File: src/hdl/lobm_pkg.sv
package lobm_pkg;

    localparam int TDATA_IN_W  = 184;
    localparam int TDATA_OUT_W = 256;
    localparam int CNT_W       = 6;
    localparam int QUEUE_DEPTH = 2;

    localparam logic [2:0] STS_OK        = 3'd0;
    localparam logic [2:0] STS_ZERO_QTY  = 3'd1;
    localparam logic [2:0] STS_ZERO_PX   = 3'd2;
    localparam logic [2:0] STS_DUP_ID    = 3'd3;
    localparam logic [2:0] STS_UNKNOWN   = 3'd4;
    localparam logic [2:0] STS_BOOK_FULL = 3'd5;

    localparam logic KIND_SUBMIT = 1'b0;
    localparam logic KIND_CANCEL = 1'b1;
    localparam logic SIDE_BUY    = 1'b0;
    localparam logic SIDE_SELL   = 1'b1;

    // Classified request as it waits between front and back
    typedef struct packed {
        logic        kind;
        logic [31:0] oid;
        logic        side;
        logic        market;
        logic [31:0] price;
        logic [31:0] open_qty;
        logic [47:0] ts;
        logic [2:0]  rej;
    } t_req;

    // One result item
    typedef struct packed {
        logic        is_trade;
        logic [2:0]  status;
        logic [31:0] maker_id;
        logic [31:0] taker_id;
        logic [31:0] trade_price;
        logic [31:0] trade_qty;
        logic [47:0] trade_ts;
        logic        aggr_side;
        logic        last;
        logic [31:0] top_bid;
        logic [31:0] top_ask;
        logic [CNT_W-1:0] count;
    } t_res;

endpackage

File: src/hdl/lobm_front.sv
module lobm_front (
    input  logic                            i_clk,
    input  logic                            i_rst_n,
    input  logic                            i_s_tvalid,
    output logic                            o_s_tready,
    input  logic [lobm_pkg::TDATA_IN_W-1:0] i_s_tdata,
    input  logic                            i_s_tuser,
    input  logic                            i_pop,
    output logic                            o_req_valid,
    output lobm_pkg::t_req                  o_req
);
    import lobm_pkg::*;

    localparam int PW = $clog2(QUEUE_DEPTH);

    t_req          r_mem [QUEUE_DEPTH];
    logic [PW-1:0] r_wp, r_rp;
    logic [PW:0]   r_cnt;
    t_req          w_cls;
    logic          w_push, w_pop;

    // Classify: early rejects and effective open quantity
    always_comb begin
        w_cls.kind     = i_s_tuser;
        w_cls.oid      = i_s_tdata[31:0];
        w_cls.side     = i_s_tdata[32];
        w_cls.market   = i_s_tdata[33];
        w_cls.price    = i_s_tdata[65:34];
        w_cls.open_qty = (i_s_tdata[129:98] == 32'd0) ? i_s_tdata[97:66] : i_s_tdata[129:98];
        w_cls.ts       = i_s_tdata[177:130];
        if (i_s_tdata[97:66] == 32'd0) begin
            w_cls.rej = STS_ZERO_QTY;
        end else if (!i_s_tdata[33] && i_s_tdata[65:34] == 32'd0) begin
            w_cls.rej = STS_ZERO_PX;
        end else begin
            w_cls.rej = STS_OK;
        end
    end

    assign o_s_tready  = (r_cnt != (PW+1)'(QUEUE_DEPTH));
    assign o_req_valid = (r_cnt != '0);
    assign o_req       = r_mem[r_rp];
    assign w_push      = i_s_tvalid && o_s_tready;
    assign w_pop       = i_pop && o_req_valid;

    // Hold requests in a short queue
    always_ff @(posedge i_clk) begin
        if (w_push) begin
            r_mem[r_wp] <= w_cls;
        end
        if (!i_rst_n) begin
            r_wp  <= '0;
            r_rp  <= '0;
            r_cnt <= '0;
        end else begin
            if (w_push) r_wp <= r_wp + 1'b1;
            if (w_pop)  r_rp <= r_rp + 1'b1;
            r_cnt <= r_cnt + (PW+1)'(w_push) - (PW+1)'(w_pop);
        end
    end

endmodule

File: config.mk
export PLATFORM = sky130hd
export DESIGN_NAME = lobm_front
export DESIGN_NICKNAME = d
export VERILOG_FILES = /design/src/hdl/lobm_pkg.sv /design/src/hdl/lobm_front.sv
export SDC_FILE = /design/constraint.sdc
export NUM_CORES = 1
export LEC_CHECK = 0
export ABC_CLOCK_PERIOD_IN_PS = 9540
export CORE_MARGIN = 10
export CORE_UTILIZATION = 63
export CTS_CLUSTER_SIZE = 40
export DETAILED_ROUTE_END_ITERATION = 7
export DONT_BUFFER_PORTS = 1
export PLACE_DENSITY = 0.79
export SYNTH_ARGS = -nofsm -noshare
export SYNTH_HDL_FRONTEND = slang
export SYNTH_SLANG_ARGS = --single-unit
File: constraint.sdc
create_clock -name i_clk -period 9.54 [get_ports i_clk]
set_input_delay 0.954 -clock i_clk [delete_from_list [all_inputs] [get_ports i_clk]]
set_output_delay 0.954 -clock i_clk [all_outputs]
set_load 0.01 [all_outputs]
# == Word-level counts from Yosys, hierarchy flattened ==
# Memories as Yosys holds them, arrays and structs flattened. A register that Yosys moved wholly into a read port is not among the register bits.
# Cells that the tools add are included.
# classes
n_eq_ne,1
multipliers,0
n_mux,7
div_mod_pow,0
reduce_logical,8
shift,0
addsub,4
n_lt_le_gt_ge,0
bitwise_logic,0
# ops
operator,n
zero test 32 bit,3
2-to-1 mux 32 bit,1
2-to-1 mux 1 bit,4
2-to-1 mux 2 bit,2
logical AND 1 bit,3
adder 1 bit (second input constant),2
adder 2 x 1 -> 2 bit,1
!= test 2 bit (second input constant),1
nonzero test 2 bit,1
subtractor 2 x 1 -> 2 bit,1
zero test 1 bit,1
# word_totals
inputBits,189
mem_bits_ro,0
output_inout_bits,152
mem_count,1
ff_bits,4
mem_bits_rw,298
latch_bits,0
# mem_list
name,words,width,read_ports,rd_ports_with_merged_regs,write_ports,line_no,text
r_mem,2,149,1,1,1,lobm_front.sv:16,t_req r_mem [QUEUE_DEPTH];

# == Depth between registers and ports, before layout ==
# Gate-level depths: netlist of run 1.
# depth
depth_word,4
depth_mapped,8
mapped_depth_nobuf,8

# == Least setup slack after synthesis of run 1 ==
# OpenSTA, ideal clock, no wires.
# synth_path
path_type,input -> register
from,input i_s_tvalid
to,"memory r_mem[0][0] (netlist bit), enable pin"
setup_slack_ns,1.644
t_required_ns,8.881
arrival_ns,7.236
setup_ns,0.659
stages,2
cell_sequence,nand2_1 nor2_1
# synth_via
elab_chain_len,3
# synth_rtl
item,line_no,text
start: declaration,lobm_front.sv:4,"input logic i_s_tvalid,"
logical AND 1 bit,lobm_front.sv:43,assign w_push = i_s_tvalid && o_s_tready;
2-to-1 mux 1 bit,lobm_front.sv:48,if (w_push) begin
2-to-1 mux 1 bit (not written as such),lobm_front.sv:49,r_mem[r_wp] <= w_cls;
end: declaration,lobm_front.sv:16,
# Every way passes these cells.

==> metrics.md, run 1 <==
| Metric | Value |
|---|---|
| Largest net degree at the start of global routing | `85` |
| Cts bufs inserted | `29` |
| CTS max path bufs | `3` |
| GRT Total Usage | `0.192` |
| Yosys top cell area share | `0.780` |
| Sequential share of the synthesized area | `0.789` |
| Final min period | `3.90 ns` |
| Synth warn | `0` |
| DRC violations left | `0` |
| Slew Viols, Final | `0` |
| Hold crit path type | `in -> reg` |
| CTS H-tree depth | `1` |
| Worst-path cell chain | `buf_4, mux2_2` |
| R2R Path End | `r_mem[0][129]` |
| Critical path buffers and inverters | `1` |
| WS Path Type | `reg -> out` |
| Mapped Area | `11,500 um^2` |
| Worst VDD drop | `0.230 mV` |
| Cell variety after synth | `24` |
| Cells after DPL | `770` |
| Initial Util | `0.638` |
| RR Startpoint | `r_cnt[0]` |
| First drt pass iteration count | `4` |
| Post-CTS Hold Buffers | `0` |
| Vias in the first global route | `5,502` |
| Fillers | `1,075` |
| Crit path arrival time | `2.95 ns` |
| Critical path startpoint category | `flip-flop` |
| Initial antenna violation count | `0` |
| IO buf count | `0` |
| Power per Cell Area | `274 nW/um^2` |
| Fin nets | `763` |
| Root Buffer | `clkbuf_16` |
| RSZ-0062 raised after global routing | `false` |
| Setup_tns | `0 ns` |
| GR Overflow Total | `0` |
| RePlAce Congestion | `0.825` |
| Vias per Instance | `6.28` |
| WHS Endpoint | `r_mem[0][114]` |
| CP endpoint kind | `output pin` |
| Clock latency on the worst-skew pair | `0.53 ns` |
| Data required, critical path | `8.59 ns` |
| Ranking of synthesized cells by area | `edfxtp_1 (78%), mux2_2 (15%), a21o_1 (2.0%)` |
| Post-Synth XOR/XNOR Area | `0.00306` |
| Number of cells on the worst hold path | `0` |
| R2R cell count | `5` |
| Via count | `5,175` |
| Fraction of layout cells with a size suffix above 1 | `0.333` |
| Max Freq | `256 MHz` |
| Slowest CP cell | `dfxtp_4` |
| Post-CTS Setup Bufs | `0` |
| Avg Cell Area, Syn | `20.5 um^2` |
| Post-Layout Cell Count | `824` |
| Clock slew at reported path FFs | `0.06 ns` |
| Crit path depth | `2` |
| Sink Count | `303` |
| Predominant post-synthesis flop cell | `edfxtp_1` |
| CP top delay family | `flip-flops` |
| Final Hold Fails | `0` |
| Number of max-cap violations | `0` |
| Syn nets | `749` |
| Slew margin rel. | `0.259` |
| Routed WL | `24.7 mm` |
| P_leak | `4.12 nW` |
| Final period utilization | `0.409` |
| Final setup violation count | `0` |
| # diodes | `0` |
| Worst-Margin Slew | `1.11 ns` |
| Dpl hpwl | `17.8 mm` |
| Final Util | `0.696` |
| Largest family of logic cells by synthesized area | `multiplexers` |
| Post-route antenna net violation count | `0` |
| Post-synth top area cell | `edfxtp_1` |
| Outcome | `finished clean` |
| Post-CTS Resized | `0` |
| Max stage delay on crit path | `0.94 ns` |
| Die width | `155 um` |
| Die Y | `155 um` |
| Wirelength per Cell | `30.0 um` |
| 1st-iter DRT viols | `282` |
| Synth top cells by count | `edfxtp_1 (298), mux2_2 (149), a21o_1 (30)` |
| Die ar. | `24,000 um^2` |
| Post-Synth Adder-Cell Area | `0.00218` |
| Number of enable flip-flop cells after synthesis | `298` |
| Rows | `49` |
| I/O pin cnt | `341` |
| Core area | `18,000 um^2` |
| Worst hold start | `i_s_tdata[65]` |
| Async set or reset register ratio after synthesis | `0` |
| First-pass GRT wire length | `35.2 mm` |
| Area grow syn2layout | `8.97%` |
| CP max FO | `81` |
| CTS tree | `built` |
| Mux contribution to synthesized area | `0.146` |
| Flops & latches, synth | `303` |
| R2r setup slk | `6.23 ns` |
| Synth Area in Simple Gates | `0.0241` |
| Post-synthesis compound-gate area fraction | `0.0212` |
| Clock Skews | `0.00618 ns` |
| Syn Inst Count | `558` |
| Most common cell in the netlist | `edfxtp_1` |
kinds of logic (layout without fill, tap and decap cells):
kind of cell	count (synthesis)	after routing
buffers and inverters	22	59
adder cells (fa/ha/maj)	2	2
AND/OR/NAND/NOR	45	45
multiplexers	149	149
XOR/XNOR	4	4
AO/OA/AOI/OAI	32	32
flip-flops	303	303
other	1	1
through the flow:
step           power [mW]  setup WS, ns  hold WS, ns  cell area, um^2
2_1_floorplan        2.33          1.64        0.504            11500
3_3_place_gp         2.42          5.95        0.523            11600
3_5_place_dp         2.45          5.86        0.547            11600
4_1_cts              3.46          5.59        0.492            12500
5_1_grt              3.56          5.42        0.491            12500
6_report             3.42          5.64        0.516            12500
sequential cells by signal, summed over array words and instances, names as in the netlist, named ones only:
signal	count
r_mem	298
r_wp	1
r_cnt	2
r_rp	1
cell usage in the layout (no fill, tap or decap):
cell type / count
dfxtp_1: 4
nand4_1: 6
and3_4: 1
a21o_1: 30
dfxtp_4: 1
xnor2_1: 4
nand2_1: 1
clkbuf_1: 8
ha_1: 2
nor2_1: 2
mux2_2: 149
edfxtp_1: 298
inv_1: 1
and2_1: 4
nor2_4: 2
clkinv_1: 8
buf_4: 4
nor2b_1: 2
a21o_2: 2
or3_1: 1
or2_2: 1
inv_8: 1
clkinv_4: 1
nand2b_1: 1
inv_6: 2
clkbuf_16: 29
clkinv_2: 5
nor4_1: 24
conb_1: 1
worst max path at each step:
stage               slack [ns]       endpoint
floorplan                 1.64    r_mem[0][0]
detailed placement        5.86  r_mem[0][127]
global placement          5.95  r_mem[0][123]
CTS                       5.59     o_req[123]
finish                    5.64     o_req[134]
global route              5.42     o_req[123]
metal layers:
| metal | wire length, um | track usage | vias up | share of wire |
|---|---|---|---|---|
| met5 | 0 | 0 | - | 0 |
| met4 | 378 | 0.0459 | 0 | 0.015 |
| met3 | 3580 | 0.104 | 30 | 0.14 |
| met2 | 13100 | 0.343 | 305 | 0.53 |
| met1 | 7670 | 0.190 | 2577 | 0.31 |
| li1 | - | - | 2263 | - |
layout make-up:
| cell class | count | area, um^2 | share of cell area |
|---|---|---|---|
| sequential | 303 | 9050 | 0.725 |
| multi-input combinational | 233 | 2270 | 0.182 |
| clock buffer | 37 | 756 | 0.0605 |
| tap | 229 | 287 | 0.0229 |
| clock inverter | 17 | 92.6 | 0.00741 |
| timing repair buffer | 4 | 30.0 | 0.00240 |
| inverter | 1 | 3.75 | 0.000300 |
where the power goes:
part	internal, mW	leakage [nW]	switching (mW)
Sequential	1.69	2.83	0.0801
Combinational	0.241	0.870	0.392
Clock	0.562	0.418	0.452
No activity file was read; power rests on OpenSTA's default activity.
==> inputs of run 2 (changes only) <==
Settings changed: ABC_AREA set to 1, ABC_CLOCK_PERIOD_IN_PS 9540 to 3760.
Clock period 9.54 ns to 3.76 ns, I/O delays scaled along.
==> metrics.md, run 2 <==
| Metric | Value |
|---|---|
| Cell variety after synth | `20 (-17%)` |
| Crit path arrival time | `1.98 ns (-0.97 ns)` |
| Cts bufs inserted | `29 (unchanged)` |
| RePlAce Congestion | `0.914 (+11%)` |
| Final Util | `0.770 (+0.0744)` |
| Initial antenna violation count | `0 (unchanged)` |
| IO buf count | `0 (unchanged)` |
| Synth top cells by count | `edfxtp_1 (298), mux2_2 (149), nand2_1 (86)` |
| Dpl hpwl | `17.8 mm (+0.40%)` |
| WS Path Type | `reg -> out` |
| Sequential share of the synthesized area | `0.768 (-0.0216)` |
| Fraction of layout cells with a size suffix above 1 | `0.242 (-0.0909)` |
| Worst slack, placed | `1.46 ns (-4.40 ns)` |
| Worst VDD drop | `0.379 mV (+65%)` |
| First-pass GRT wire length | `39.9 mm (+13%)` |
| Ranking of synthesized cells by area | `edfxtp_1 (76%), mux2_2 (14%), nand2_1 (2.7%)` |
| Largest Register | `r_mem` |
| Post-synth top area cell | `edfxtp_1` |
| Routed WL | `27.2 mm (+9.8%)` |
| Clock slew at reported path FFs | `0.06 ns (about the same)` |
| CTS max path bufs | `3 (unchanged)` |
| Slew margin rel. | `0.416 (+0.157)` |
| Die ar. | `24,600 um^2 (+2.5%)` |
| Largest net degree at the start of global routing | `91 (+7.1%)` |
| Worst-path cell chain | `buf_4, mux2_2` |
| P_leak | `4.83 nW (+17%)` |
| Worst-Margin Slew | `0.876 ns (-0.235 ns)` |
| GRT Total Usage | `0.211 (+0.0193)` |
| Avg Cell Area, Syn | `17.3 um^2 (-16%)` |
| Slew Viols, Final | `0 (unchanged)` |
| Synth warn | `0 (unchanged)` |
| Post-CTS Setup Bufs | `0 (unchanged)` |
| I/O pin cnt | `341 (unchanged)` |
| Fin nets | `1,006 (+32%)` |
| Most common cell after layout, fill and taps aside | `edfxtp_1` |
| Wirelength per Cell | `25.5 um (-15%)` |
| Placed Area | `12,000 um^2 (+2.9%)` |
| Core area | `18,200 um^2 (+1.4%)` |
| Via count | `6,093 (+18%)` |
| Most frequent cells in the layout | `edfxtp_1 (298), mux2_2 (149), dlygate4sd3_1 (116)` |
| CP top delay family | `buffers and inverters` |
| Final setup violation count | `0 (unchanged)` |
| GR Util met3 | `0.0803 (-0.0239)` |
| Final min period | `2.36 ns` |
| DRC violations left | `0 (unchanged)` |
| Syn nets | `874 (+17%)` |
| Async set or reset register ratio after synthesis | `0 (unchanged)` |
| Sink Count | `303 (unchanged)` |
| CTS tree | `built` |
| Met1 GRT Util | `0.219 (+0.0291)` |
| Die Y | `157 um (+1.2%)` |
| Final Hold Fails | `0 (unchanged)` |
| CTS H-tree depth | `1 (unchanged)` |
| Number of enable flip-flop cells after synthesis | `298 (unchanged)` |
| Outcome | `finished clean` |
| Most common cell in the netlist | `edfxtp_1` |
| RSZ-0062 raised after global routing | `false` |
| Post-route antenna net violation count | `0 (unchanged)` |
| R2r setup slk | `1.43 ns (-4.80 ns)` |
| 1st-iter DRT viols | `406 (+44%)` |
| Critical path startpoint category | `flip-flop` |
| GR Overflow Total | `0 (unchanged)` |
| # diodes | `0 (unchanged)` |
| Flops & latches, synth | `303 (unchanged)` |
| Yosys top cell area share | `0.759 (-0.0214)` |
| Number of max-cap violations | `0 (unchanged)` |
| Hold crit path type | `in -> reg` |
| Final period utilization | `0.627` |
| Syn Inst Count | `683 (+22%)` |
| Final Instance Area | `14,000 um^2 (+12%)` |
| Vias per Instance | `5.73 (-8.8%)` |
| Rows | `49 (unchanged)` |
| Mapped Area | `11,800 um^2 (+2.8%)` |
| Worst hold start | `i_rst_n` |
| Initial Util | `0.647 (+0.00913)` |
| R2R Path End | `r_mem[0][137]` |
| Power per Cell Area | `637 nW/um^2 (+130%)` |
| Number of cells on the worst hold path | `2 (+2)` |
| Largest registers | `r_mem: 298 flops, r_cnt: 2 flops` |
| Root Buffer | `clkbuf_16` |
| Predominant post-synthesis flop cell | `edfxtp_1` |
| CP max FO | `59 (-27%)` |
| Number of flip-flops in the largest register | `298 (unchanged)` |
| Vias in the first global route | `6,678 (+21%)` |
| Clock Skews | `0.0260 ns (+0.0198 ns)` |
| Die width | `157 um (+1.2%)` |
| R2R cell count | `5 (unchanged)` |
| Grt peak-use layer | `met2` |
| Final Power | `8.93 mW (+160%)` |
| Met2 GRT Util | `0.384 (+0.0403)` |
| Max Freq | `424 MHz` |
| Clock latency on the worst-skew pair | `0.53 ns (about the same)` |
| First drt pass iteration count | `4 (unchanged)` |
| Max stage delay on crit path | `0.58 ns (-0.36 ns)` |
| Final setup margin | `1.40 ns (-4.24 ns)` |
| CP endpoint kind | `output pin` |
| Data required, critical path | `3.38 ns (-5.21 ns)` |
| Area grow syn2layout | `18.9%` |
| Critical path buffers and inverters | `1 (unchanged)` |
| RR Startpoint | `r_cnt[0]` |
| Slowest CP cell | `buf_4` |
## run 2: cell families (layout without fill, tap and decap cells)
group	after synthesis	in the layout	share of synthesized area
flip-flops	303	303	0.768
AND/OR/NAND/NOR	160	160	0.0536
multiplexers	149	149	0.142
buffers and inverters	59	211	0.0297
AO/OA/AOI/OAI	8	8	0.00361
adder cells (fa/ha/maj)	2	2	0.00212
other	1	1	0.000318
XOR/XNOR	1	1	0.000743
## run 2: worst max-delay path by stage
stage	end	slack [ns]	startpoint	cells after the start
after floorplan	r_mem[0][0]	-1.22	r_cnt[0]	4
after CTS	o_req[67]	1.38	flip-flop	2
after detailed placement	r_mem[0][138]	1.46	r_cnt[0]	5
after global routing	r_mem[0][137]	1.26	r_cnt[0]	5
after global placement	r_mem[0][145]	1.54	r_cnt[0]	5
final	o_req[136]	1.40	flip-flop	2
## run 2: metal layers
metal | routed length, um | vias up
li1 | - | 2752
met1 | 8910 | 2977
met2 | 14400 | 320
met3 | 3020 | 44
met4 | 822 | 0
met5 | 0 | -
## run 2: layout make-up
cell class                      count  area, um^2
Clock buffer                       37         756
Clock inverter                     14         121
Fill cell                         969        4190
Inverter                           38         143
Multi-Input combinational cell    321        2400
Sequential cell                   303        9050
Tap cell                          229         287
Timing Repair Buffer              122        1260
## run 2: repair_timing
item / CTS / global route
hold buffers: 116 / 0
hold endpoints to repair: 233 / 0
gates resized for setup: 0 / 0
## run 2: through the flow
stage	setup TNS [ns]	hold WS, ns	std cells
global route	0	0.0301	1064
detailed placement	0	0.455	897
finish	0	0.0340	1064
CTS	0	0.00773	1064
global placement	0	0.434	897
floorplan	-362.12	0.425	683
## run 2: where the power goes
part / total (mW) / internal, mW / switching [mW]
Combinational: 1.82 / 0.686 / 1.14
Sequential: 4.43 / 4.30 / 0.125
Clock: 2.69 / 1.55 / 1.14
