$ cat config.mk
export PLATFORM = sky130hd
export DESIGN_NAME = lobm_back
export DESIGN_NICKNAME = d
export VERILOG_FILES = /design/src/hdl/lobm_pkg.sv /design/src/hdl/lobm_back.sv
export SDC_FILE = /design/constraint.sdc
export NUM_CORES = 2
export LEC_CHECK = 0
export BUFFER_PORTS_ARGS = -buffer_cell sky130_fd_sc_hd__buf_2
export CORE_MARGIN = 2
export CORE_UTILIZATION = 56
export CTS_BUF_LIST = sky130_fd_sc_hd__clkbuf_4 sky130_fd_sc_hd__clkbuf_8
export DETAILED_ROUTE_END_ITERATION = 12
export GPL_ROUTABILITY_DRIVEN = 0
export HOLD_SLACK_MARGIN = 0.1
export PLACE_DENSITY = 0.72
export SLEW_MARGIN = 20
export SYNTH_ARGS = -nofsm -noshare
export SYNTH_HDL_FRONTEND = slang
export SYNTH_MEMORY_MAX_BITS = 65536
export SYNTH_SLANG_ARGS = --single-unit
$ cat constraint.sdc
create_clock -name i_clk -period 60.4 [get_ports i_clk]
set_clock_uncertainty 0.2 [all_clocks]
set_input_delay 12.08 -clock i_clk [delete_from_list [all_inputs] [get_ports i_clk]]
set_output_delay 12.08 -clock i_clk [all_outputs]
set_load 0.02 [all_outputs]
$ cat src/hdl/lobm_pkg.sv
package lobm_pkg;

    localparam int TDATA_IN_W  = 184;
    localparam int TDATA_OUT_W = 256;
    localparam int CNT_W       = 6;
    localparam int QUEUE_DEPTH = 2;

    localparam logic [2:0] STS_OK        = 3'd0;
    localparam logic [2:0] STS_ZERO_QTY  = 3'd1;
    localparam logic [2:0] STS_ZERO_PX   = 3'd2;
    localparam logic [2:0] STS_DUP_ID    = 3'd3;
    localparam logic [2:0] STS_UNKNOWN   = 3'd4;
    localparam logic [2:0] STS_BOOK_FULL = 3'd5;

    localparam logic KIND_SUBMIT = 1'b0;
    localparam logic KIND_CANCEL = 1'b1;
    localparam logic SIDE_BUY    = 1'b0;
    localparam logic SIDE_SELL   = 1'b1;

    // Classified request as it waits between front and back
    typedef struct packed {
        logic        kind;
        logic [31:0] oid;
        logic        side;
        logic        market;
        logic [31:0] price;
        logic [31:0] open_qty;
        logic [47:0] ts;
        logic [2:0]  rej;
    } t_req;

    // One result item
    typedef struct packed {
        logic        is_trade;
        logic [2:0]  status;
        logic [31:0] maker_id;
        logic [31:0] taker_id;
        logic [31:0] trade_price;
        logic [31:0] trade_qty;
        logic [47:0] trade_ts;
        logic        aggr_side;
        logic        last;
        logic [31:0] top_bid;
        logic [31:0] top_ask;
        logic [CNT_W-1:0] count;
    } t_res;

endpackage

$ cat src/hdl/lobm_back.sv
module lobm_back #(
    parameter int MAX_ORDERS = 32
) (
    input  logic           i_clk,
    input  logic           i_rst_n,
    input  logic           i_req_valid,
    input  lobm_pkg::t_req i_req,
    output logic           o_pop,
    output logic           o_res_valid,
    input  logic           i_res_ready,
    output lobm_pkg::t_res o_res
);
    import lobm_pkg::*;

    localparam int IDX_W = (MAX_ORDERS > 1) ? $clog2(MAX_ORDERS) : 1;
    localparam int CW    = $clog2(MAX_ORDERS + 1);

    typedef enum logic [3:0] {
        S_IDLE   = 4'b0001,
        S_SCAN   = 4'b0010,
        S_DECIDE = 4'b0100,
        S_EMIT   = 4'b1000
    } t_state;

    t_state r_state;

    // Order table
    logic        r_ev   [MAX_ORDERS];
    logic        r_es   [MAX_ORDERS];
    logic [31:0] r_eid  [MAX_ORDERS];
    logic [31:0] r_epx  [MAX_ORDERS];
    logic [31:0] r_erem [MAX_ORDERS];
    logic [31:0] r_earr [MAX_ORDERS];
    logic [31:0] r_arr_ctr;

    t_req        r_req;
    logic [31:0] r_open;
    logic [2:0]  r_status;
    logic        r_first, r_final;
    t_res        r_pend, r_out;
    logic        r_ovalid;

    // Scan accumulators
    logic [IDX_W-1:0] r_idx;
    logic [CW-1:0]    r_cnt;
    logic             r_bid_hit, r_ask_hit, r_id_hit, r_free_hit;
    logic [IDX_W-1:0] r_bid_slot, r_ask_slot, r_id_slot, r_free_slot;
    logic [31:0]      r_bid_px, r_ask_px, r_bid_age, r_ask_age;
    logic [31:0]      r_bid_rem, r_ask_rem, r_bid_id, r_ask_id;

    logic        w_v, w_s;
    logic [31:0] w_px, w_age;
    logic        w_bid_take, w_ask_take;
    logic        w_out_free;
    logic        w_opp_hit, w_cross;
    logic [IDX_W-1:0] w_opp_slot;
    logic [31:0] w_opp_px, w_opp_rem, w_opp_id, w_q;
    t_res        w_close, w_close_unk, w_close_dup, w_trade;

    // Compare the scanned slot against the best so far
    always_comb begin
        w_v   = r_ev[r_idx];
        w_s   = r_es[r_idx];
        w_px  = r_epx[r_idx];
        w_age = r_arr_ctr - r_earr[r_idx];
        w_bid_take = w_v && (w_s == SIDE_BUY) && (!r_bid_hit || w_px > r_bid_px ||
                     (w_px == r_bid_px && w_age > r_bid_age));
        w_ask_take = w_v && (w_s == SIDE_SELL) && (!r_ask_hit || w_px < r_ask_px ||
                     (w_px == r_ask_px && w_age > r_ask_age));
    end

    // Match decision against the opposite best
    always_comb begin
        w_opp_hit  = (r_req.side == SIDE_BUY) ? r_ask_hit  : r_bid_hit;
        w_opp_slot = (r_req.side == SIDE_BUY) ? r_ask_slot : r_bid_slot;
        w_opp_px   = (r_req.side == SIDE_BUY) ? r_ask_px   : r_bid_px;
        w_opp_rem  = (r_req.side == SIDE_BUY) ? r_ask_rem  : r_bid_rem;
        w_opp_id   = (r_req.side == SIDE_BUY) ? r_ask_id   : r_bid_id;
        w_cross    = w_opp_hit && (r_req.market ||
                     ((r_req.side == SIDE_BUY) ? (r_req.price >= w_opp_px)
                                               : (r_req.price <= w_opp_px)));
        w_q        = (r_open < w_opp_rem) ? r_open : w_opp_rem;

        w_close         = '0;
        w_close.last    = 1'b1;
        w_close.status  = r_status;
        w_close.top_bid = r_bid_hit ? r_bid_px : 32'd0;
        w_close.top_ask = r_ask_hit ? r_ask_px : 32'd0;
        w_close.count   = CNT_W'(r_cnt);

        w_close_unk        = w_close;
        w_close_unk.status = STS_UNKNOWN;
        w_close_dup        = w_close;
        w_close_dup.status = STS_DUP_ID;

        w_trade             = '0;
        w_trade.is_trade    = 1'b1;
        w_trade.maker_id    = w_opp_id;
        w_trade.taker_id    = r_req.oid;
        w_trade.trade_price = w_opp_px;
        w_trade.trade_qty   = w_q;
        w_trade.trade_ts    = r_req.ts;
        w_trade.aggr_side   = r_req.side;
    end

    assign w_out_free  = !r_ovalid || i_res_ready;
    assign o_pop       = (r_state == S_IDLE) && i_req_valid;
    assign o_res_valid = r_ovalid;
    assign o_res       = r_out;

    always_ff @(posedge i_clk) begin
        if (!i_rst_n) begin
            r_state   <= S_IDLE;
            r_ovalid  <= 1'b0;
            r_arr_ctr <= '0;
            for (int i = 0; i < MAX_ORDERS; i++) begin
                r_ev[i] <= 1'b0;
            end
        end else begin
            if (r_ovalid && i_res_ready && r_state != S_EMIT) r_ovalid <= 1'b0;
            unique case (r_state)
                // Take the next request and start a scan
                S_IDLE: begin
                    if (i_req_valid) begin
                        r_req      <= i_req;
                        r_open     <= i_req.open_qty;
                        r_status   <= i_req.rej;
                        r_first    <= 1'b1;
                        r_final    <= 1'b0;
                        r_idx      <= '0;
                        r_cnt      <= '0;
                        r_bid_hit  <= 1'b0;
                        r_ask_hit  <= 1'b0;
                        r_id_hit   <= 1'b0;
                        r_free_hit <= 1'b0;
                        r_state    <= S_SCAN;
                    end
                end
                // Walk the table one slot a cycle
                S_SCAN: begin
                    if (w_bid_take) begin
                        r_bid_hit <= 1'b1; r_bid_slot <= r_idx; r_bid_px <= w_px;
                        r_bid_age <= w_age; r_bid_rem <= r_erem[r_idx];
                        r_bid_id  <= r_eid[r_idx];
                    end
                    if (w_ask_take) begin
                        r_ask_hit <= 1'b1; r_ask_slot <= r_idx; r_ask_px <= w_px;
                        r_ask_age <= w_age; r_ask_rem <= r_erem[r_idx];
                        r_ask_id  <= r_eid[r_idx];
                    end
                    if (w_v && !r_id_hit && r_eid[r_idx] == r_req.oid) begin
                        r_id_hit <= 1'b1; r_id_slot <= r_idx;
                    end
                    if (!w_v && !r_free_hit) begin
                        r_free_hit <= 1'b1; r_free_slot <= r_idx;
                    end
                    r_cnt <= r_cnt + CW'(w_v);
                    if (r_idx == IDX_W'(MAX_ORDERS - 1)) begin
                        r_state <= S_DECIDE;
                    end else begin
                        r_idx <= r_idx + 1'b1;
                    end
                end
                // Act on the scan
                S_DECIDE: begin
                    r_idx      <= '0;
                    r_cnt      <= '0;
                    priority if (r_final) begin
                        r_pend  <= w_close;
                        r_state <= S_EMIT;
                    end else if (r_first && r_req.kind == KIND_CANCEL) begin
                        if (!r_id_hit) begin
                            r_pend  <= w_close_unk;
                            r_state <= S_EMIT;
                        end else begin
                            r_ev[r_id_slot] <= 1'b0;
                            r_status   <= STS_OK;
                            r_final    <= 1'b1;
                            r_bid_hit  <= 1'b0;
                            r_ask_hit  <= 1'b0;
                            r_id_hit   <= 1'b0;
                            r_free_hit <= 1'b0;
                            r_state    <= S_SCAN;
                        end
                    end else if (r_first && r_req.rej != STS_OK) begin
                        r_pend  <= w_close;
                        r_state <= S_EMIT;
                    end else if (r_first && r_id_hit) begin
                        r_pend  <= w_close_dup;
                        r_state <= S_EMIT;
                    end else if (w_cross) begin
                        r_pend  <= w_trade;
                        r_erem[w_opp_slot] <= w_opp_rem - w_q;
                        if (w_q == w_opp_rem) r_ev[w_opp_slot] <= 1'b0;
                        r_open  <= r_open - w_q;
                        r_final <= (r_open == w_q);
                        r_first <= 1'b0;
                        r_state <= S_EMIT;
                    end else begin
                        r_first <= 1'b0;
                        r_final <= 1'b1;
                        if (!r_req.market && r_free_hit) begin
                            r_ev[r_free_slot]   <= 1'b1;
                            r_es[r_free_slot]   <= r_req.side;
                            r_eid[r_free_slot]  <= r_req.oid;
                            r_epx[r_free_slot]  <= r_req.price;
                            r_erem[r_free_slot] <= r_open;
                            r_earr[r_free_slot] <= r_arr_ctr;
                            r_arr_ctr           <= r_arr_ctr + 32'd1;
                            r_status            <= STS_OK;
                        end else if (!r_req.market) begin
                            r_status <= STS_BOOK_FULL;
                        end else begin
                            r_status <= STS_OK;
                        end
                        r_bid_hit  <= 1'b0;
                        r_ask_hit  <= 1'b0;
                        r_id_hit   <= 1'b0;
                        r_free_hit <= 1'b0;
                        r_state    <= S_SCAN;
                    end
                end
                // Hand the result to the output register
                S_EMIT: begin
                    if (w_out_free) begin
                        r_ovalid   <= 1'b1;
                        r_out      <= r_pend;
                        r_idx      <= '0;
                        r_cnt      <= '0;
                        r_bid_hit  <= 1'b0;
                        r_ask_hit  <= 1'b0;
                        r_id_hit   <= 1'b0;
                        r_free_hit <= 1'b0;
                        r_state    <= r_pend.last ? S_IDLE : S_SCAN;
                    end
                end
                default: r_state <= S_IDLE;
            endcase
        end
    end

    a_trade_fields: assert property (@(posedge i_clk) disable iff (!i_rst_n)
        o_res_valid && o_res.is_trade |-> !o_res.last && o_res.status == STS_OK)
        else $error("trade result carries status or last");
    a_ctr_step: assert property (@(posedge i_clk) disable iff (!i_rst_n)
        !$stable(r_arr_ctr) |-> $past(r_state == S_DECIDE))
        else $error("arrival counter moved outside decision");
    a_pop_idle: assert property (@(posedge i_clk) disable iff (!i_rst_n)
        o_pop |=> r_state == S_SCAN)
        else $error("request taken without a scan");

endmodule

Yosys cells after proc, flatten, opt, wreduce, memory -nomap -nowiden
Memories as Yosys holds them, arrays and structs flattened. A register that Yosys moved wholly into a read port is not among the register bits.
Index checks and enable logic that the tools add are counted.
{"block": "totals", "regBits": 987, "latch_bits": 0, "ram_bits": 4160, "mem_bits_ro": 0, "input_bits": 154, "output_inout_bits": 254, "elab_cells": 301, "n_memories": 6}
{"name": "r_earr", "depth": 32, "width": 32, "rd": 1, "rd_ports_with_merged_regs": 1, "write_ports": 1, "line_no": "lobm_back.sv:33", "rtl": "logic [31:0] r_earr [MAX_ORDERS];"}
{"name": "r_eid", "depth": 32, "width": 32, "rd": 1, "rd_ports_with_merged_regs": 1, "write_ports": 1, "line_no": "lobm_back.sv:30", "rtl": "logic [31:0] r_eid [MAX_ORDERS];"}
{"name": "r_epx", "depth": 32, "width": 32, "rd": 1, "rd_ports_with_merged_regs": 1, "write_ports": 1, "line_no": "lobm_back.sv:31", "rtl": "logic [31:0] r_epx [MAX_ORDERS];"}
{"name": "r_erem", "depth": 32, "width": 32, "rd": 1, "rd_ports_with_merged_regs": 1, "write_ports": 1, "line_no": "lobm_back.sv:32", "rtl": "logic [31:0] r_erem [MAX_ORDERS];"}
{"name": "r_es", "depth": 32, "width": 1, "rd": 1, "rd_ports_with_merged_regs": 1, "write_ports": 1, "line_no": "lobm_back.sv:29", "rtl": "logic r_es [MAX_ORDERS];"}
{"name": "r_ev", "depth": 32, "width": 1, "rd": 1, "rd_ports_with_merged_regs": 1, "write_ports": 32, "line_no": "lobm_back.sv:28", "rtl": "logic r_ev [MAX_ORDERS];"}
{"block": "classes", "add_sub_neg": 6, "mul": 0, "div_mod_pow": 0, "n_lt_le_gt_ge": 7, "eq_ne": 29, "n_shift": 0, "muxes": 134, "bitwise": 6, "n_reduce_logical": 57}
{"cell": "$mux W252", "count": 5}
{"cell": "$mux W32", "count": 13}
{"cell": "$mux W251", "count": 1}
{"cell": "$eq A32 B32 Y1", "count": 5}
{"cell": "$gt A32 B32 Y1", "count": 3}
{"cell": "$sub A32 B32 Y32", "count": 3}
{"cell": "$mux W5", "count": 14}
{"cell": "$mux W1", "count": 69}
{"cell": "$lt A32 B32 Y1", "count": 2}
{"cell": "$pmux W32 S2", "count": 1}
{"cell": "$mux W4", "count": 9}
{"cell": "$add A32 B1 Y32 const B", "count": 1}
{"cell": "$ge A32 B32 Y1", "count": 1}
{"cell": "$le A32 B32 Y1", "count": 1}
{"cell": "$reduce_or A32 Y1", "count": 1}
{"cell": "$reduce_and A10 Y1", "count": 3}
{"cell": "$mux W3", "count": 9}
{"cell": "$ne A2 B2 Y1 const B", "count": 13}
{"cell": "$pmux W6 S4", "count": 1}
{"cell": "$reduce_and A3 Y1", "count": 8}
{"cell": "$pmux W5 S4", "count": 1}
{"cell": "$logic_and A1 B1 Y1", "count": 17}
{"cell": "$pmux W1 S4", "count": 4}
{"cell": "$pmux W4 S4", "count": 1}
{"cell": "26 further kinds", "count": 53}

Depth between registers and ports, before layout
{"block": "logic_depth", "ltp_word": 16, "ltp_mapped": 36, "mapped_depth_nobuf": 28}

Worst setup path before layout
Ideal clock, no wire load.
{"block": "synth_timing", "path_type": "input -> register", "start": "in i_rst_n", "end": "reg r_out (netlist bit o_res[0]), enable pin", "setup_time_ns": 1.571, "t_arrival_ns": 38.357, "required_ns": 58.629, "path_slack_ns": 20.273, "cell_stages": 3, "n_path_buf": 2, "path_cell_list": "clkbuf_1 > clkbuf_1 > nor4b_1"}
{"block": "synth_via", "elab_chain_cells": 1}
{"element": "start: declaration", "line_no": "lobm_back.sv:5", "rtl": "input logic i_rst_n,"}
{"element": "$reduce_and A3 Y1 (no line)"}
{"element": "end signal: assignment", "line_no": "lobm_back.sv:227", "rtl": "r_out <= r_pend;"}
{"element": "end: declaration", "line_no": "lobm_back.sv:40", "rtl": "t_res r_pend, r_out;"}
No other way between the ends.
A chain may end at the register's enable or synchronous reset.

Worst setup path after layout
{"block": "layout_timing", "start": "in i_req_valid", "end": "out o_pop"}
{"block": "layout_via", "elab_chain_cells": 1}
{"element": "start: declaration", "line_no": "lobm_back.sv:6", "rtl": "input logic i_req_valid,"}
{"element": "$logic_and A1 B1 Y1", "line_no": "lobm_back.sv:107", "rtl": "assign o_pop = (r_state == S_IDLE) && i_req_valid;"}
{"element": "end: declaration", "line_no": "lobm_back.sv:8", "rtl": "output logic o_pop,"}
No other way between the ends.

==> Implementation_results.wiki <==
{| class="wikitable"
! Metric !! Value
|-
| Result of the run || complete, no violations
|-
| Grt ovf || 0
|-
| Total power density per cell area || 34.8 nW/µm²
|-
| Total Routed Length || 493 mm
|-
| Slowest stage cell, crit path || sky130_fd_sc_hd__and2_1
|-
| Final core utilization || 0.632
|-
| Clock transition at the registers of the reported paths || 0.06 ns
|-
| Number of clock sinks seen by CTS || 5152
|-
| Minimum setup slack after placement || 35.57 ns
|-
| Largest fanout on the critical path || 3
|-
| Time the final worst path needs with I/O delays and setup || 24.84 ns
|-
| Core Footprint || approximately 360000 µm²
|-
| Global-route wire length before repair || 705 mm
|-
| Portion of the post-synthesis area used by sequential elements || 0.761
|-
| Die height || 605 µm
|-
| Met3 usage || 0.0461
|-
| Category of the critical setup timing path || primary input to output port
|-
| Synthesized instance count || 9340
|-
| Post-synthesis register bit count || roughly 5200
|-
| Final Slew Violations || 0
|-
| Class of the most critical hold timing path || register to register
|-
| Synth cell types || 82
|-
| M1 GR Usage || 0.374
|-
| Library cell with the highest instance count after synthesis || sky130_fd_sc_hd__edfxtp_1
|-
| RSZ-0062 raised after global routing || no
|-
| Number of antenna violations at the first check in global routing || 43
|-
| Maximum Capacitance Violations || 0
|-
| Routing usage on met2 || 0.432
|-
| CTS Buffer Depth || 4
|-
| Leak Pwr || 0.0762 µW
|-
| Post-cts gate resize count || 0
|-
| Die outline area || ~370000 µm²
|-
| Syn nets || 9786
|-
| Setup TNS || 0 ns
|-
| Slack of the critical path || 35.56 ns
|-
| Sequence of cells on the critical path || buf_2, and2_1, buf_2
|-
| GRT Overall Usage || 0.268
|-
| Number of synthesized flops with an enable pin || 5078
|-
| Detail Placement HPWL || 269 mm
|-
| Cell area after synthesis || 202000 µm²
|-
| Measured slew at the worst slew-check pin || approximately 1.2 ns
|-
| Final Hold Viols || 0
|-
| Fraction of layout cells with a size suffix above 1 || 0.314
|-
| Clock tree from TritonCTS || built
|-
| Clock latency reported for the late side of the worst-skew pair || 1.29 ns
|-
| Count of synthesis-stage warnings from yosys || 0
|-
| Signal arrival time at the worst endpoint || 12.56 ns
|-
| Synthesized area per cell || 21.7 µm²
|-
| Area share of the largest cell type after synthesis || 0.754
|-
| Number of standard-cell rows in the floorplan || 220
|-
| Setup Viol. Count Final || 0
|-
| First-iteration detailed-routing DRC count || 13800
|-
| Area growth from synthesis to final layout || 12.3%
|-
| Largest incremental delay on the critical path || 0.19 ns
|-
| Total power consumption of the routed design || 7890 µW
|-
| Post-CTS Hold Buffers || 0
|-
| Worst slew margin relative to its limit || 0.196
|-
| Cell mode on critical path || sky130_fd_sc_hd__buf_2
|-
| Number of buffers added on ports || approximately 410
|-
| Fmax || 0.0403 GHz
|-
| Cell taking the most area after synthesis || sky130_fd_sc_hd__edfxtp_1
|-
| Most common library cells after synthesis || sky130_fd_sc_hd__edfxtp_1 (5078), sky130_fd_sc_hd__mux4_2 (1299), sky130_fd_sc_hd__ha_1 (289), sky130_fd_sc_hd__nor2_1 (289), sky130_fd_sc_hd__clkbuf_1 (255)
|-
| Num CTS Buffers || 784
|-
| Starting Density || 0.563
|-
| Die extent in x || 605 µm
|-
| Count of nets after finishing || between 10000 and 15000
|-
| Buffer type at the clock tree root || sky130_fd_sc_hd__clkbuf_8
|-
| Tcrit/Tclk final || 0.411
|-
| Most frequently used flop master after synthesis || sky130_fd_sc_hd__edfxtp_1
|-
| WL/cell || 31.2 µm
|-
| Maximum number of pins on one net before global-route repair || 183
|-
| Vias in the first global route || 102000
|-
| Proportion of register bits with asynchronous set or reset after synthesis || 0
|-
| GRT busiest layer || met2
|-
| Antenna viol nets, final || 0
|-
| Via count || around 100k
|-
| First-pass iteration count of the detailed router || 6
|-
| Number of remaining DRC errors || 0
|-
| Max rail drop VDD || 0.0000249 V
|-
| Count of boundary I/O pins || approximately 400
|-
| Vias/cell || between 6 and 7
|-
| Crit. End Element || output port
|-
| Deepest level of the CTS H-tree || 6
|-
| Category of the worst setup path launch point || primary input
|-
| Biggest area contributors in the synthesized netlist || sky130_fd_sc_hd__edfxtp_1 (75%), sky130_fd_sc_hd__mux4_2 (14%), sky130_fd_sc_hd__ha_1 (1.8%), sky130_fd_sc_hd__mux2_2 (0.76%), sky130_fd_sc_hd__dfxtp_1 (0.73%)
|-
| Post CTS Setup Buffer Count || 0
|-
| Critical path data required time || 48.12 ns
|}
-- through the flow --
stage / hold WS (ns) / cell area, µm² / std cells
floorplan: 0.200 / 202000 / 9340
global placement: 0.202 / 211000 / 14300
detailed placement: 0.205 / 211000 / 14300
CTS: 0.186 / 226000 / 15800
global route: 0.190 / 227000 / 15800
finish: 0.169 / 227000 / 15800
-- per-layer routing --
metal | up-vias | part of all wire
met5 | - | 0.00015
met4 | 12 | 0.038
met3 | 931 | 0.096
met2 | 5905 | 0.49
met1 | 52900 | 0.38
li1 | 41200 | -
-- cells in the final DEF, fill, tap and decap left out, types with 176 or more instances in the layout --
master / instances
sky130_fd_sc_hd__buf_2: 406
sky130_fd_sc_hd__buf_4: 205
sky130_fd_sc_hd__clkbuf_4: 238
sky130_fd_sc_hd__clkbuf_8: 790
sky130_fd_sc_hd__clkinv_1: 220
sky130_fd_sc_hd__edfxtp_1: 5078
sky130_fd_sc_hd__ha_1: 289
sky130_fd_sc_hd__inv_1: 215
sky130_fd_sc_hd__mux4_2: 1299
sky130_fd_sc_hd__nand2_1: 176
sky130_fd_sc_hd__nor2_1: 224
-- area by class of cell --
cell class	instances	area, µm²
Clock inverter	382	2460
Sequential cell	5152	154000
Multi-Input combinational cell	3560	46600
Fill cell	23500	132000
Clock buffer	1028	12700
Antenna cell	29	72.6
Inverter	217	816
Tap cell	4773	5970
Timing Repair Buffer	660	4480
-- where the power goes --
part           leakage, µW  internal, µW  total (µW)  switching, µW
registers           0.0485          4010        4040           29.4
logic               0.0197           476        1080            602
clock network      0.00800          1430        2770           1340
-- kinds of logic after synthesis --
kind of cell | count (synthesis) | share of synthesized area
AO/OA/AOI/OAI | 579 | 0.0184
XOR/XNOR | 139 | 0.00602
adder cells (fa/ha/maj) | 292 | 0.0182
buffers and inverters | 628 | 0.0127
flip-flops | 5152 | 0.761
multiplexers | 1570 | 0.159
AND/OR/NAND/NOR | 980 | 0.0245
-- critical path: cells and delay by family --
| family | cells | cell delay, ns |
|---|---|---|
| and+or+nand+nor | 1 | 0.19 |
| buffers and inverters | 2 | 0.29 |
-- sequential cells by signal (all words and copies together), names as in the netlist, 118 cells and up, named ones only --
register / cells
r_eid: 1024
o_res: 252
r_pend: 252
r_epx: 1024
r_erem: 1024
r_req: 118
r_earr: 1024
-- path summary, 6_finish.rpt --
| check | to | start | slack [ns] | depth (start not counted) |
|---|---|---|---|---|
| setup reg to reg | r_bid_id[14] | register | 47.08 | 26 |
| hold / removal | o_res[136] | r_pend[136] | 0.17 | 0 |
| hold reg to reg | o_res[136] | r_pend[136] | 0.17 | 0 |
| setup / recovery | o_pop | i_req_valid | 35.56 | 3 |
Note: power is estimated with default switching activity, not from simulation.
